File: src/hw/rtl/sqt_pkg.sv
// sqt_pkg: types, codes and byte helpers for the search query tokenizer
// no dependencies; imported by search_query_tokenizer_unit
`default_nettype none

package sqt_pkg;

  // default width of the byte position counters
  localparam int unsigned POSITION_BITS_DEF = 16;

  // result queue
  localparam int unsigned FIFO_DEPTH = 8;
  localparam int unsigned FIFO_PTR_W = $clog2(FIFO_DEPTH);
  localparam int unsigned FIFO_CNT_W = FIFO_PTR_W + 1;
  // most results one input beat can cause
  localparam int unsigned MAX_PUSH   = 3;

  // register reset values
  localparam logic [7:0] MAX_TERM_RST    = 8'd64;
  localparam logic [9:0] MAX_PHRASE_RST  = 10'd256;
  localparam logic [7:0] MAX_WORDS_RST   = 8'd16;
  localparam logic [7:0] MAX_UNITS_RST   = 8'd32;

  // configuration register indexes
  localparam logic [1:0] REG_MAX_TERM   = 2'd0;
  localparam logic [1:0] REG_MAX_PHRASE = 2'd1;
  localparam logic [1:0] REG_MAX_WORDS  = 2'd2;
  localparam logic [1:0] REG_MAX_UNITS  = 2'd3;

  // input commands
  localparam logic CMD_BYTE = 1'b0;
  localparam logic CMD_END  = 1'b1;

  // result event codes
  localparam logic [1:0] EV_BYTE     = 2'd0;
  localparam logic [1:0] EV_UNIT_END = 2'd1;
  localparam logic [1:0] EV_STATUS   = 2'd2;

  // status codes
  localparam logic [2:0] ST_OK            = 3'd0;
  localparam logic [2:0] ST_UNMATCHED     = 3'd1;
  localparam logic [2:0] ST_EMPTY_PREFIX  = 3'd2;
  localparam logic [2:0] ST_TERM_LONG     = 3'd3;
  localparam logic [2:0] ST_EMPTY_PHRASE  = 3'd4;
  localparam logic [2:0] ST_PHRASE_LONG   = 3'd5;
  localparam logic [2:0] ST_TOO_MANY      = 3'd6;

  // characters
  localparam logic [7:0] CH_STAR  = 8'h2A;
  localparam logic [7:0] CH_QUOTE = 8'h22;
  localparam logic [7:0] CH_UP_A  = 8'h41;
  localparam logic [7:0] CH_UP_Z  = 8'h5A;
  localparam logic [7:0] CASE_OFS = 8'h20;

  // saturation points of the unit counters
  localparam logic [10:0] ULEN_TOP = 11'd1024;
  localparam logic [8:0]  WCNT_TOP = 9'd256;
  localparam logic [7:0]  WLEN_TOP = 8'd255;

  typedef enum logic [1:0] {
    MODE_BETWEEN = 2'd0,
    MODE_TERM    = 2'd1,
    MODE_PHRASE  = 2'd2,
    MODE_AFTER   = 2'd3
  } mode_t;

  typedef struct packed {
    logic [1:0]  event_res;
    logic [7:0]  byte_val;
    logic        is_phrase;
    logic        new_word;
    logic        prefix_mark;
    logic [2:0]  status;
    logic [15:0] offset;
  } res_t;

  function automatic logic is_ws(input logic [7:0] b);
    return (b == 8'd32) || ((b >= 8'd9) && (b <= 8'd13));
  endfunction

  function automatic logic [7:0] fold_byte(input logic [7:0] b);
    return ((b >= CH_UP_A) && (b <= CH_UP_Z)) ? (b + CASE_OFS) : b;
  endfunction

endpackage

`default_nettype wire

File: src/hw/rtl/search_query_tokenizer_unit.sv
// search_query_tokenizer_unit: splits a query byte stream into terms and phrases
// depends on sqt_pkg (types, codes, byte helpers)
`default_nettype none

// One query byte or end beat is taken per cycle on the in_ channel while in_stall
// is low. Each beat updates the scan state and writes up to three results (held
// term byte, unit end, final status) into an 8-entry result queue; the out_
// channel drains one result per cycle from the queue head while out_stall is
// low. in_stall rises while the queue has fewer than three free entries. A
// plain byte stream runs at one beat per cycle while the output does not stall,
// and the sustained rate is set by the single-result-per-cycle output port.
// Each term byte is held back until another beat arrives, so that a trailing
// star can be dropped. Errors never stop the output; the status at the end of
// the query reports the first failing unit and its start offset, with an
// unmatched quote taking priority. Limits are set through the cfg_ write port
// (0 term length, 1 phrase length, 2 phrase words, 3 units); the user must write
// them only while the block is idle, which the block itself does not enforce.
module search_query_tokenizer_unit #(
  parameter int unsigned POSITION_BITS = sqt_pkg::POSITION_BITS_DEF
) (
  input  wire logic        clk,
  input  wire logic        rst_n,
  // configuration
  input  wire logic        cfg_we,
  input  wire logic [1:0]  cfg_index,
  input  wire logic [9:0]  cfg_data,
  // input beats
  input  wire logic        in_valid,
  output logic             in_stall,
  input  wire logic        in_cmd,
  input  wire logic [7:0]  in_byte,
  // result beats
  output logic             out_valid,
  input  wire logic        out_stall,
  output logic [1:0]       out_event_res,
  output logic [7:0]       out_byte,
  output logic             out_unit_is_phrase,
  output logic             out_new_word,
  output logic             out_prefix_mark,
  output logic [2:0]       out_status,
  output logic [15:0]      out_error_offset
);
  import sqt_pkg::*;

  // limit registers
  logic [7:0] max_term_r;
  logic [9:0] max_phrase_r;
  logic [7:0] max_words_r;
  logic [7:0] max_units_r;

  // scan state
  mode_t                    mode_r, mode_nxt;
  logic [7:0]               held_byte_r, held_byte_nxt;
  logic                     held_valid_r, held_valid_nxt;
  logic [POSITION_BITS-1:0] pos_r, pos_nxt;
  logic [POSITION_BITS-1:0] unit_start_r, unit_start_nxt;
  logic [10:0]              ulen_r, ulen_nxt;
  logic [8:0]               wcnt_r, wcnt_nxt;
  logic [7:0]               wlen_r, wlen_nxt;
  logic                     in_word_r, in_word_nxt;
  logic [7:0]               units_r, units_nxt;
  logic [2:0]               ferr_r, ferr_nxt;
  logic [POSITION_BITS-1:0] ferr_off_r, ferr_off_nxt;

  // result queue
  res_t                  fifo_mem_r [FIFO_DEPTH];
  logic [FIFO_PTR_W-1:0] wr_ptr_r, rd_ptr_r;
  logic [FIFO_CNT_W-1:0] cnt_r;

  // per-beat decode
  logic        in_acc, pop;
  logic        b_ws, b_quote, b_star;
  logic        term_fin, held_star, t_emit, do_end, end_pre, ph_byte, begin_u;
  logic [10:0] term_len;
  logic [2:0]  code, st_fin;
  logic [7:0]  wl_base;
  logic [POSITION_BITS-1:0] off_fin;
  logic [31:0] off_wide;
  res_t        push_d [MAX_PUSH];
  logic [1:0]  n_push;

  assign in_acc   = in_valid && !in_stall;
  assign pop      = out_valid && !out_stall;
  assign in_stall = cnt_r > FIFO_CNT_W'(FIFO_DEPTH - MAX_PUSH);

  assign b_ws    = is_ws(in_byte);
  assign b_quote = (in_byte == CH_QUOTE);
  assign b_star  = (in_byte == CH_STAR);

  // a term closes on whitespace, a quote or the end beat
  assign term_fin  = (mode_r == MODE_TERM) && ((in_cmd == CMD_END) || b_ws || b_quote);
  assign held_star = held_valid_r && (held_byte_r == CH_STAR);
  // held byte goes out unless it is the trailing star of a closing term
  assign t_emit    = (mode_r == MODE_TERM) && held_valid_r && !(term_fin && held_star);
  assign do_end    = term_fin || (mode_r == MODE_AFTER);
  assign end_pre   = term_fin ? held_star : ((in_cmd == CMD_BYTE) && b_star);
  assign ph_byte   = (mode_r == MODE_PHRASE) && (in_cmd == CMD_BYTE) && !b_quote;
  assign begin_u   = (in_cmd == CMD_BYTE) && !b_ws &&
                     (term_fin || (mode_r == MODE_BETWEEN) ||
                      ((mode_r == MODE_AFTER) && !b_star));
  assign term_len  = ulen_r - 11'((end_pre && (ulen_r != 11'd0)) ? 1 : 0);
  assign wl_base   = in_word_r ? wlen_r : 8'd0;

  always_comb begin
    mode_nxt       = mode_r;
    held_byte_nxt  = held_byte_r;
    held_valid_nxt = held_valid_r;
    pos_nxt        = pos_r;
    unit_start_nxt = unit_start_r;
    ulen_nxt       = ulen_r;
    wcnt_nxt       = wcnt_r;
    wlen_nxt       = wlen_r;
    in_word_nxt    = in_word_r;
    units_nxt      = units_r;
    ferr_nxt       = ferr_r;
    ferr_off_nxt   = ferr_off_r;
    code           = ST_OK;
    st_fin         = ST_OK;
    off_fin        = '0;
    off_wide       = '0;
    n_push         = 2'd0;
    for (int i = 0; i < MAX_PUSH; i++) begin
      push_d[i] = '0;
    end

    if (in_acc) begin
      // held term byte
      if (t_emit) begin
        if (wlen_r < max_term_r) begin
          push_d[n_push].event_res = EV_BYTE;
          push_d[n_push].byte_val  = fold_byte(held_byte_r);
          n_push = n_push + 2'd1;
        end
        if (wlen_r < WLEN_TOP) wlen_nxt = wlen_r + 8'd1;
      end

      case (mode_r)
        MODE_TERM: begin
          if (term_fin) begin
            held_valid_nxt = 1'b0;
            mode_nxt       = MODE_BETWEEN;
          end else begin
            held_byte_nxt  = in_byte;
            held_valid_nxt = 1'b1;
            if (ulen_r < ULEN_TOP) ulen_nxt = ulen_r + 11'd1;
          end
        end
        MODE_PHRASE: begin
          if (in_cmd == CMD_BYTE && b_quote) begin
            mode_nxt = MODE_AFTER;
          end
        end
        MODE_AFTER: begin
          mode_nxt = MODE_BETWEEN;
        end
        default: begin
        end
      endcase

      // phrase content byte
      if (ph_byte) begin
        if (ulen_r < ULEN_TOP) ulen_nxt = ulen_r + 11'd1;
        if (b_ws) begin
          in_word_nxt = 1'b0;
        end else begin
          in_word_nxt = 1'b1;
          if (!in_word_r && (wcnt_r < WCNT_TOP)) wcnt_nxt = wcnt_r + 9'd1;
          if (wl_base < max_term_r) begin
            push_d[n_push].event_res = EV_BYTE;
            push_d[n_push].byte_val  = fold_byte(in_byte);
            push_d[n_push].is_phrase = 1'b1;
            push_d[n_push].new_word  = !in_word_r;
            n_push = n_push + 2'd1;
          end
          wlen_nxt = (wl_base < WLEN_TOP) ? (wl_base + 8'd1) : wl_base;
        end
      end

      // unit end and its limit check
      if (do_end) begin
        if (mode_r == MODE_TERM) begin
          if (end_pre && (term_len == 11'd0)) code = ST_EMPTY_PREFIX;
          else if (term_len > {3'd0, max_term_r}) code = ST_TERM_LONG;
        end else begin
          if (ulen_r == 11'd0) code = ST_EMPTY_PHRASE;
          else if ((ulen_r > {1'b0, max_phrase_r}) || (wcnt_r > {1'b0, max_words_r}))
            code = ST_PHRASE_LONG;
        end
        if (ferr_r == ST_OK) begin
          if (code == ST_OK) begin
            if (units_r >= max_units_r) code = ST_TOO_MANY;
            else units_nxt = units_r + 8'd1;
          end
          if (code != ST_OK) begin
            ferr_nxt     = code;
            ferr_off_nxt = unit_start_r;
          end
        end
        push_d[n_push].event_res   = EV_UNIT_END;
        push_d[n_push].is_phrase   = (mode_r == MODE_AFTER);
        push_d[n_push].prefix_mark = end_pre;
        n_push = n_push + 2'd1;
      end

      // start of a new unit
      if (begin_u) begin
        unit_start_nxt = pos_r;
        wlen_nxt       = 8'd0;
        wcnt_nxt       = 9'd0;
        in_word_nxt    = 1'b0;
        if (b_quote) begin
          mode_nxt = MODE_PHRASE;
          ulen_nxt = 11'd0;
        end else begin
          mode_nxt       = MODE_TERM;
          held_byte_nxt  = in_byte;
          held_valid_nxt = 1'b1;
          ulen_nxt       = 11'd1;
        end
      end

      if (in_cmd == CMD_END) begin
        // an open phrase at the end beats any earlier error
        if (mode_r == MODE_PHRASE) begin
          st_fin  = ST_UNMATCHED;
          off_fin = unit_start_r;
        end else begin
          st_fin  = ferr_nxt;
          off_fin = ferr_off_nxt;
        end
        off_wide = 32'(off_fin);
        push_d[n_push].event_res = EV_STATUS;
        push_d[n_push].status    = st_fin;
        if (st_fin != ST_OK) begin
          push_d[n_push].offset = (off_wide > 32'd65535) ? 16'hFFFF : off_wide[15:0];
        end
        n_push = n_push + 2'd1;
        // query state back to reset
        mode_nxt       = MODE_BETWEEN;
        held_byte_nxt  = 8'd0;
        held_valid_nxt = 1'b0;
        pos_nxt        = '0;
        unit_start_nxt = '0;
        ulen_nxt       = 11'd0;
        wcnt_nxt       = 9'd0;
        wlen_nxt       = 8'd0;
        in_word_nxt    = 1'b0;
        units_nxt      = 8'd0;
        ferr_nxt       = ST_OK;
        ferr_off_nxt   = '0;
      end else if (pos_r != '1) begin
        pos_nxt = pos_r + POSITION_BITS'(1);
      end
    end
  end

  // control and scan state
  always_ff @(posedge clk) begin
    if (!rst_n) begin
      max_term_r   <= MAX_TERM_RST;
      max_phrase_r <= MAX_PHRASE_RST;
      max_words_r  <= MAX_WORDS_RST;
      max_units_r  <= MAX_UNITS_RST;
      mode_r       <= MODE_BETWEEN;
      held_byte_r  <= 8'd0;
      held_valid_r <= 1'b0;
      pos_r        <= '0;
      unit_start_r <= '0;
      ulen_r       <= 11'd0;
      wcnt_r       <= 9'd0;
      wlen_r       <= 8'd0;
      in_word_r    <= 1'b0;
      units_r      <= 8'd0;
      ferr_r       <= ST_OK;
      ferr_off_r   <= '0;
      wr_ptr_r     <= '0;
      rd_ptr_r     <= '0;
      cnt_r        <= '0;
    end else begin
      if (cfg_we) begin
        case (cfg_index)
          REG_MAX_TERM:   max_term_r   <= cfg_data[7:0];
          REG_MAX_PHRASE: max_phrase_r <= cfg_data;
          REG_MAX_WORDS:  max_words_r  <= cfg_data[7:0];
          REG_MAX_UNITS:  max_units_r  <= cfg_data[7:0];
          default: begin
          end
        endcase
      end
      mode_r       <= mode_nxt;
      held_byte_r  <= held_byte_nxt;
      held_valid_r <= held_valid_nxt;
      pos_r        <= pos_nxt;
      unit_start_r <= unit_start_nxt;
      ulen_r       <= ulen_nxt;
      wcnt_r       <= wcnt_nxt;
      wlen_r       <= wlen_nxt;
      in_word_r    <= in_word_nxt;
      units_r      <= units_nxt;
      ferr_r       <= ferr_nxt;
      ferr_off_r   <= ferr_off_nxt;
      wr_ptr_r     <= wr_ptr_r + FIFO_PTR_W'(n_push);
      rd_ptr_r     <= rd_ptr_r + FIFO_PTR_W'(pop);
      cnt_r        <= cnt_r + FIFO_CNT_W'(n_push) - FIFO_CNT_W'(pop);
    end
  end

  // queue payload, no reset
  always_ff @(posedge clk) begin
    for (int i = 0; i < MAX_PUSH; i++) begin
      if (2'(i) < n_push) begin
        fifo_mem_r[FIFO_PTR_W'(wr_ptr_r + FIFO_PTR_W'(i))] <= push_d[i];
      end
    end
  end

  // queue head drives the result beat
  assign out_valid          = (cnt_r != '0);
  assign out_event_res      = fifo_mem_r[rd_ptr_r].event_res;
  assign out_byte           = fifo_mem_r[rd_ptr_r].byte_val;
  assign out_unit_is_phrase = fifo_mem_r[rd_ptr_r].is_phrase;
  assign out_new_word       = fifo_mem_r[rd_ptr_r].new_word;
  assign out_prefix_mark    = fifo_mem_r[rd_ptr_r].prefix_mark;
  assign out_status         = fifo_mem_r[rd_ptr_r].status;
  assign out_error_offset   = fifo_mem_r[rd_ptr_r].offset;

  // queue never overfills
  a_cnt_bound: assert property (@(posedge clk) disable iff (!rst_n)
    cnt_r <= FIFO_CNT_W'(FIFO_DEPTH))
    else $error("result queue overflow");

  // an end beat returns the scan state to its idle values
  a_end_clears: assert property (@(posedge clk) disable iff (!rst_n)
    (in_acc && in_cmd == CMD_END) |=>
      (mode_r == MODE_BETWEEN && pos_r == '0 && ferr_r == ST_OK && units_r == 8'd0))
    else $error("query state not cleared after end");

  // the first error sticks until the query ends
  a_ferr_hold: assert property (@(posedge clk) disable iff (!rst_n)
    (ferr_r != ST_OK && !(in_acc && in_cmd == CMD_END)) |=>
      (ferr_r == $past(ferr_r) && ferr_off_r == $past(ferr_off_r)))
    else $error("first error changed mid query");

  // a held byte exists only inside a term
  a_held_term: assert property (@(posedge clk) disable iff (!rst_n)
    held_valid_r |-> (mode_r == MODE_TERM))
    else $error("held byte outside a term");

endmodule

`default_nettype wire

File: config.mk
export PLATFORM = sky130hd
export DESIGN_NAME = search_query_tokenizer_unit
export DESIGN_NICKNAME = d
export VERILOG_FILES = /design/src/hw/rtl/sqt_pkg.sv /design/src/hw/rtl/search_query_tokenizer_unit.sv
export SDC_FILE = /design/constraint.sdc
export NUM_CORES = 1
export LEC_CHECK = 0
export BUFFER_PORTS_ARGS = -buffer_cell sky130_fd_sc_hd__buf_4
export CELL_PAD_IN_SITES_DETAIL_PLACEMENT = 1
export CELL_PAD_IN_SITES_GLOBAL_PLACEMENT = 1
export CORE_ASPECT_RATIO = 0.6
export CORE_MARGIN = 5
export CORE_UTILIZATION = 51
export CTS_CLUSTER_SIZE = 12
export DETAILED_ROUTE_END_ITERATION = 12
export HOLD_SLACK_MARGIN = 0.08
export PLACE_DENSITY = 0.85
export REMOVE_ABC_BUFFERS = 1
export SYNTH_ARGS = -nofsm -noshare
export SYNTH_HDL_FRONTEND = slang
export SYNTH_SLANG_ARGS = --single-unit
File: constraint.sdc
create_clock -name clk -period 9.8 [get_ports clk]
set_input_delay 1.47 -clock clk [delete_from_list [all_inputs] [get_ports clk]]
set_output_delay 1.47 -clock clk [all_outputs]
set_load 0.05 [all_outputs]
# --- After elaboration in Yosys (flattened, before gate mapping) ---
# Memories as Yosys holds them, arrays and structs flattened. A register that Yosys moved wholly into a read port is not among the register bits.
# Cells that the tools add are included.
classes:
  add_sub_neg: 18
  n_mul: 0
  div: 0
  n_lt_le_gt_ge: 26
  n_eq_ne: 15
  shift: 0
  mux: 140
  bitwise: 4
  n_reduce_logical: 65
ops:
  columns: ["cell", "n"]
  rows:
  - ["$bwmux W96", 10]
  - ["$mux W96", 9]
  - ["$demux W32 S2", 10]
  - ["$mux W16", 12]
  - ["$mux W8", 22]
  - ["$mux W32", 3]
  - ["$mux W11", 7]
  - ["$mux W3", 18]
  - ["$mux W9", 5]
  - ["$mux W22", 2]
  - ["$eq A8 B6 Y1 const B", 4]
  - ["$mux W2", 16]
  - ["$mux W30", 1]
  - ["$add A8 B1 Y8 const B", 3]
  - ["$logic_and A1 B1 Y1", 23]
  - ["$logic_not A11 Y1", 2]
  - ["$mux W21", 1]
  - ["$mux W1", 20]
  - ["$mux W20", 1]
  - ["$mux W19", 1]
  - ["$add A16 B1 Y16 const B", 1]
  - ["$add A8 B6 Y8 const B", 2]
  - ["$ge A8 B7 Y1 const B", 2]
  - ["$le A8 B7 Y1 const B", 2]
  - ["47 further kinds", 91]
word_totals:
  register_bits: 143
  latchBits: 0
  ram_bits: 256
  romBits: 0
  out_inout_bits: 34
  word_cells: 288
  memories: 1
memory_table:
  columns: ["memory", "words", "width", "rd", "rd_clocked_by_memory_dff", "write_ports", "line", "text"]
  rows:
  - ["fifo_mem_r", 8, 32, 1, 1, 3, "search_query_tokenizer_unit.sv:66", "res_t fifo_mem_r [FIFO_DEPTH];"]

# --- Logic depth before layout (Yosys ltp) ---
# Gate-level depths: netlist of run 1.
logic_depth:
  depth_word: 35
  depth_mapped: 27

# --- Worst setup path after synthesis of run 1 ---
# Ideal clock, no wire load.
synth_timing:
  path_type: "input -> register"
  from: "input in_byte[1]"
  to: "memory fifo_mem_r[1][0] (netlist bit) (enable)"
  arrival_ps: 7499
  required_ps: 9330
  path_slack_ps: 1831
  cell_stages: 19
  n_path_buf: 1
  path_cell_list: "buf_2 or3_4 a311o_1 nand3_2 o211a_1 nand2_1 ha_1 o21ai_0 inv_1 ha_1 nand2b_1 a21boi_0 a211oi_1 ha_1 nand2b_1 o41a_1 nand2b_1 a21o_1 o31ai_1"
synth_lines:
  columns: ["item", "line", "text"]
  rows:
  - ["from (decl)", "search_query_tokenizer_unit.sv:31", "input wire logic [7:0] in_byte,"]
  - ["to (decl)", "search_query_tokenizer_unit.sv:66", null]

==> metrics.yaml, run 1 <==
topRoutingLayerUsed: "met5"
hold_class: "reg -> reg"
grtUsageTotal: 0.2884
antenna_found_initial: 1
end_kind: "flip-flop"
wl_met2_um: 29260
p_int_uw: 3149
cts_setup_buffers: 0
clkLatencyLatePin_ps: 580
synth-seq-cells: 399
finalHoldViolations: 0
power_frac_comb: 0.272
hold_depth: 2
grt_overflow_total: 0
die_area_um2: 45630
cts_hold_buf: 0
cts_made_buffers: 41
worst_path_most_repeated_cell: "a21o_1"
hold_ws_ps: 471.3
syn_inst: 1914
drt_iter0_drc: 1876
critPathKind: "reg -> reg"
grt_pass1_wl_um: 103100
power_density_nw_per_um2: 204.3
antenna_cells: 0
cts_sinks: 399
dpl_cell_area_um2: 21950
min_period_ps: 7867
tightest_slew_ps: 1353
vdd_drop_max_v: 0.0001874
fill_cells: 4254
clk_pin_slew_ps: 60
cpPeakStageDelay_ps: 750
avgRoutedWirePerCell_um: 26.93
synth_cell_type_count: 95
syn_to_final_growth_pct: 10.14
path_buf_inv: 3
swShare: 0.3360
critPathRequiredTime_ps: 10030
layout-drive-gt1-share: 0.1430
clockBufferDepth: 3
leakage_uw: 0.007995
reg2reg_from: "in_word_r"
synth_edf_count: 256
num-nets-final: 2032
antenna_left: 0
p_sw_uw: 1594
fin_crit_sh: 0.8028
routabilityCongestion: 1.002
grt_max_degree: 93
ioPinCount: 60
status: "finished clean"
synthArstFlopShare: 0
placedCellCount: 2413
wl_met1_um: 30240
yosys_most_used_dff: "edfxtp_1"
post_cts_resized: 0
maxSlewHeadroom: 0.09540
final_max_slew_viol_count: 0
worst_r2r_path_depth: 24
stdcell_count: 2482
r2r_end: "fifo_mem_r[6][18]"
core_area_um2: 40650
hpwl_um: 44950
r2r_slack_ps: 1930
first_pass_iters: 6
design_area_um2: 23220
worst_hold_path.endpoint: "max_units_r[2]"
setup_viol: 0
post-route-drc-count: 0
crit_arrival_ps: 8100
grt_pass1_vias: 16790
fmax_mhz: 127.1
drv_cap: 0
cts_max_level: 2
start_util: 0.5185
place_ws_ps: 1692
start_kind: "flip-flop"
skew_ps: 31.39
worst_path_dominant_cell_family: "compound AO/OA/AOI/OAI gates"
clock-root-buffer: "clkbuf_16"
fp.dieH_um: 167.5
synth_warnings: 0
portBuffers: 59
total_power_uw: 4743
cts_tree: "done"
crit_fanout: 17
clockPowerShare: 0.317
vias: 16640
die_w_um: 272.5
crit_slowest_cell: "a21oi_1"
yosysSeqAreaShare: 0.5005
pwr-share-seq: 0.411
wl_um: 66850
syn_area_per_cell_um2: 11.01
hold_start: "max_units_r[2]"
fin_ws_ps: 1933
rows: 57
syn_area_um2: 21080
vias_per_cell: 6.705
crit_chain: "nand2_1 -> inv_1 -> ha_1 -> a21o_1 -> a21o_1 -> a21o_1 -> a21o_1 -> a211o_1 -> a21oi_1 -> ha_1 -> o21ai_0 -> inv_1 -> ha_1 -> nand2b_1 -> a21boi_0 -> a211oi_1 -> ha_1 -> nand2b_1 -> o41a_1 -> or3_1 -> nor2_4 -> a31o_2 -> a21o_1 -> buf_4"
rsz0062_at_grt: "no"
wl_met3_um: 6163
## cell usage in the layout (no fill, tap or decap), types with 60 or more instances in the layout
cell type  Yosys  final
ha_1          78     78
edfxtp_1     256    256
dfxtp_1      143    140
nor3_1        73     73
nor2b_1       60     60
nand2_1      133    133
a211oi_1      63     63
a21oi_1       83     83
nor2_1       198    198
mux4_2        64     64
buf_4          4     84
inv_1         73     73
## stage by stage
step / setup TNS [ps] / utilization
after CTS: 0 / 0.5704
after global routing: 0 / 0.5711
after detailed placement: 0 / 0.5400
after floorplan: -506590 / -
final: 0 / 0.5711
after global placement: 0 / 0.5400
## layout make-up
cell class / instances / area (um2) / share of cell area
multi-input cells: 1325 / 9822 / 0.4231
clock buffers: 58 / 1110 / 0.04780
flip-flops and latches: 399 / 10560 / 0.4547
inverters: 74 / 280.3 / 0.01207
repair buffers: 85 / 658.1 / 0.02835
clock inverters: 10 / 125.1 / 0.005389
well taps: 531 / 664.4 / 0.02862
## kinds of logic after synthesis
group           after synthesis  synth area share
xor+xnor                     40           0.01662
buf+inv                     190           0.03663
mux                         130            0.1016
simple gates                657            0.1550
flops                       399            0.5005
compound gates              418            0.1414
fa+ha+maj                    80           0.04820
## state kept, by name, summed over array words and instances, names as in the netlist
signal	flops
cnt_r	4
ferr_off_r	16
ferr_r	3
fifo_mem_r	256
held_byte_r	8
held_valid_r	1
in_word_r	1
max_phrase_r	10
max_term_r	8
max_units_r	8
max_words_r	8
mode_r	2
pos_r	16
rd_ptr_r	3
ulen_r	11
unit_start_r	16
units_r	8
wcnt_r	9
wlen_r	8
wr_ptr_r	3
## cell usage after synthesis, drive strengths merged, types with 12 or more instances
cell,count,area share
dfxtp,143,0.14
mux2,32,0.017
nand3,48,0.012
xnor2,18,0.0075
mux4,64,0.068
and3,19,0.0056
nor3,79,0.020
xor2,22,0.0091
o21ai,59,0.014
mux2i,34,0.016
clkbuf,68,0.012
and2,25,0.0074
nor2b,60,0.018
o211ai,13,0.0056
or3,12,0.0038
a221oi,21,0.0090
ha,78,0.046
nand4,19,0.0056
a21boi,29,0.011
a22oi,28,0.010
a22o,16,0.0066
nand2,133,0.024
nor2,200,0.036
a211oi,63,0.022
edfxtp,256,0.36
a21oi,84,0.020
inv,74,0.013
a21o,21,0.0075
buf,48,0.011
## worst register-to-register path: stages (launching register included)
cell and delay [ps]:
dfxtp_1 640, nand2_1 150, inv_1 120, ha_1 240
a21o_1 170, a21o_1 170, a21o_1 170, a21o_1 170
a211o_1 290, a21oi_1 750, ha_1 400, o21ai_0 250
inv_1 110, ha_1 270, nand2b_1 180, a21boi_0 190
a211oi_1 320, ha_1 290, nand2b_1 140, o41a_1 160
or3_1 550, nor2_4 290, a31o_2 350, a21o_1 720
buf_4 440
## power by group through the flow
stage | Combinational (uW) | Sequential [uW] | Clock, uW
2_1_floorplan | 848 | 2000 | 0
5_1_grt | 1360 | 1960 | 1610
3_5_place_dp | 1260 | 1990 | 0
4_1_cts | 1280 | 1950 | 1520
3_3_place_gp | 1230 | 1980 | 0
6_report | 1290 | 1950 | 1500
## routing by layer
layer,up-vias,global-route usage
li1,7218,-
met1,8539,0.4382
met2,786,0.4361
met3,98,0.05792
met4,2,0.05198
met5,-,0
## how the worst max path moves through the flow
stage / slack [ps] / cells past startpoint / endpoint / start
CTS: 1620 / 23 / fifo_mem_r[2][24] / in_word_r
detailed placement: 1690 / 23 / fifo_mem_r[2][22] / in_word_r
global route: 1440 / 26 / fifo_mem_r[0][19] / in_word_r
finish: 1930 / 24 / fifo_mem_r[6][18] / in_word_r
floorplan: -4740 / 19 / fifo_mem_r[5][10] / in_byte[0]
global placement: 2090 / 20 / fifo_mem_r[2][22] / in_byte[0]
(Power assumes the default switching activity.)
==> inputs of run 2 (changes only) <==
Clock period 9.8 ns to 8.1 ns, I/O delays scaled along.
==> run 2 against run 1 <==
Fmax increased by 9.0%. Sequential share of layout area decreased by 0.10 points. Die area unchanged. Largest cell class unchanged. Design area increased by 0.23%. First-iteration DRC count increased by 3.6%. Combinational power increased by 22%. Count of clock-buffer cells in the layout increased by 10. Global-route usage increased by 1.3 points. Wire length increased by 4.2%. Setup slack got worse by 1000 ps.
==> metrics.yaml, run 2 (synthesized netlist as in run 1, its figures left out) <==
mostFrequentLayoutCells: "256 x edfxtp_1, 198 x nor2_1, 140 x dfxtp_1"
r2r_slack_ps: 880
cts_made_buffers: 41
rsz0062_at_grt: "no"
cts_max_level: 2
post_cts_resized: 0
vdd_drop_max_v: 0.0002048
p_int_uw: 3851
power_density_nw_per_um2: 249.4
fin_crit_sh: 0.8908
grt_max_degree: 111
cts_tree: "done"
finalHoldViolations: 0
layout-drive-gt1-share: 0.1440
top_register: "fifo_mem_r"
cts_hold_buf: 0
tightest_slew_ps: 1376
final_common_cell: "edfxtp_1"
clk_pin_slew_ps: 70
drt_iter0_drc: 1944
first_pass_iters: 5
fp.dieH_um: 167.5
core_area_um2: 40650
post-route-drc-count: 0
avgRoutedWirePerCell_um: 27.96
grt_pass1_vias: 17110
routabilityCongestion: 0.9439
hpwl_um: 47110
antenna_left: 0
die_area_um2: 45630
crit_fanout: 19
skew_ps: 21.36
start_kind: "flip-flop"
ioPinCount: 60
grtUsageTotal: 0.3011
clockBufferDepth: 3
syn_to_final_growth_pct: 10.39
maxSlewHeadroom: 0.08158
pwr-share-seq: 0.407
start_util: 0.5185
die_w_um: 272.5
rows: 57
grt_pass1_wl_um: 106700
leakage_uw: 0.008022
cts_sinks: 399
clock-root-buffer: "clkbuf_16"
hold_class: "reg -> reg"
power_frac_comb: 0.272
cts_setup_buffers: 0
hold_ws_ps: 478.4
p_sw_uw: 1953
clkLatencyLatePin_ps: 570
final_max_slew_viol_count: 0
critPathKind: "reg -> reg"
num-nets-final: 2033
vias_per_cell: 6.650
grt_overflow_total: 0
tns_ps: 0
vias: 16560
critPathRequiredTime_ps: 8340
fill_cells: 4260
crit_arrival_ps: 7450
cpPeakStageDelay_ps: 990
end_kind: "flip-flop"
min_period_ps: 7216
largest_reg_flops: 256
drv_cap: 0
clockPowerShare: 0.322
swShare: 0.3365
setup_viol: 0
wl_um: 69630
status: "finished clean"
antenna_found_initial: 0
fmax_mhz: 138.6
portBuffers: 59
crit_slowest_cell: "o211ai_2"
[run 2: cell types whose count changed in the layout (fill, tap and decap cells not counted), sizes merged]
| cell | change |
|---|---|
| buf | +1 |
| clkbuf | +10 |
| clkinv | -5 |
| clkinvlp | -1 |
| diode | +1 |
| inv | +2 |
[run 2: area by class of cell]
type | instances | area, um2 | share of cell area
multi-input cells | 1325 | 9829 | 0.4224
clock inverters | 6 | 86.33 | 0.003710
flip-flops and latches | 399 | 10560 | 0.4537
inverters | 74 | 280.3 | 0.01204
clock buffers | 68 | 1179 | 0.05065
diodes | 1 | 2.502 | 0.0001075
repair buffers | 86 | 670.6 | 0.02882
well taps | 531 | 664.4 | 0.02855
[run 2: final timing paths]
path | from | end | cells after the start
max | in_word_r | fifo_mem_r[1][8] | 25
min | max_words_r[3] | max_words_r[3] | 2
max reg2reg | in_word_r | fifo_mem_r[1][8] | 25
min reg2reg | max_words_r[3] | max_words_r[3] | 2
[run 2: power groups by stage]
| stage | Sequential, uW | Clock [uW] | Combinational (uW) |
|---|---|---|---|
| floorplan | 2420 | 0 | 1030 |
| global placement | 2390 | 0 | 1500 |
| detailed placement | 2400 | 0 | 1550 |
| CTS | 2360 | 1880 | 1570 |
| global route | 2370 | 1980 | 1660 |
| finish | 2360 | 1870 | 1580 |
[run 2: metrics by stage]
stage	instances	setup slack [ps]	power (uW)	instance area, um2	util
after floorplan	1798	-6186	3448	20590	-
after global placement	2415	1074	3891	21990	0.5410
after detailed placement	2415	843.1	3954	21990	0.5410
after CTS	2489	1025	5805	23260	0.5721
after global routing	2489	707.5	6004	23270	0.5723
final	2490	884.2	5804	23270	0.5724
[run 2: worst max-delay path: cells and delay by family, from the launching register on]
family	cells	cell delay (ps)
adder cells (fa/ha/maj)	4	1050
AO/OA/AOI/OAI	12	3280
flip-flops	1	600
buffers and inverters	3	450
AND/OR/NAND/NOR	6	1480
[run 2: layer usage]
metal / up-vias / wire, um / GRT usage
met5: - / 0 / 0
met4: 0 / 1437 / 0.06256
met3: 107 / 5867 / 0.05606
met2: 709 / 31120 / 0.4629
met1: 8517 / 31200 / 0.4509
li1: 7225 / - / -
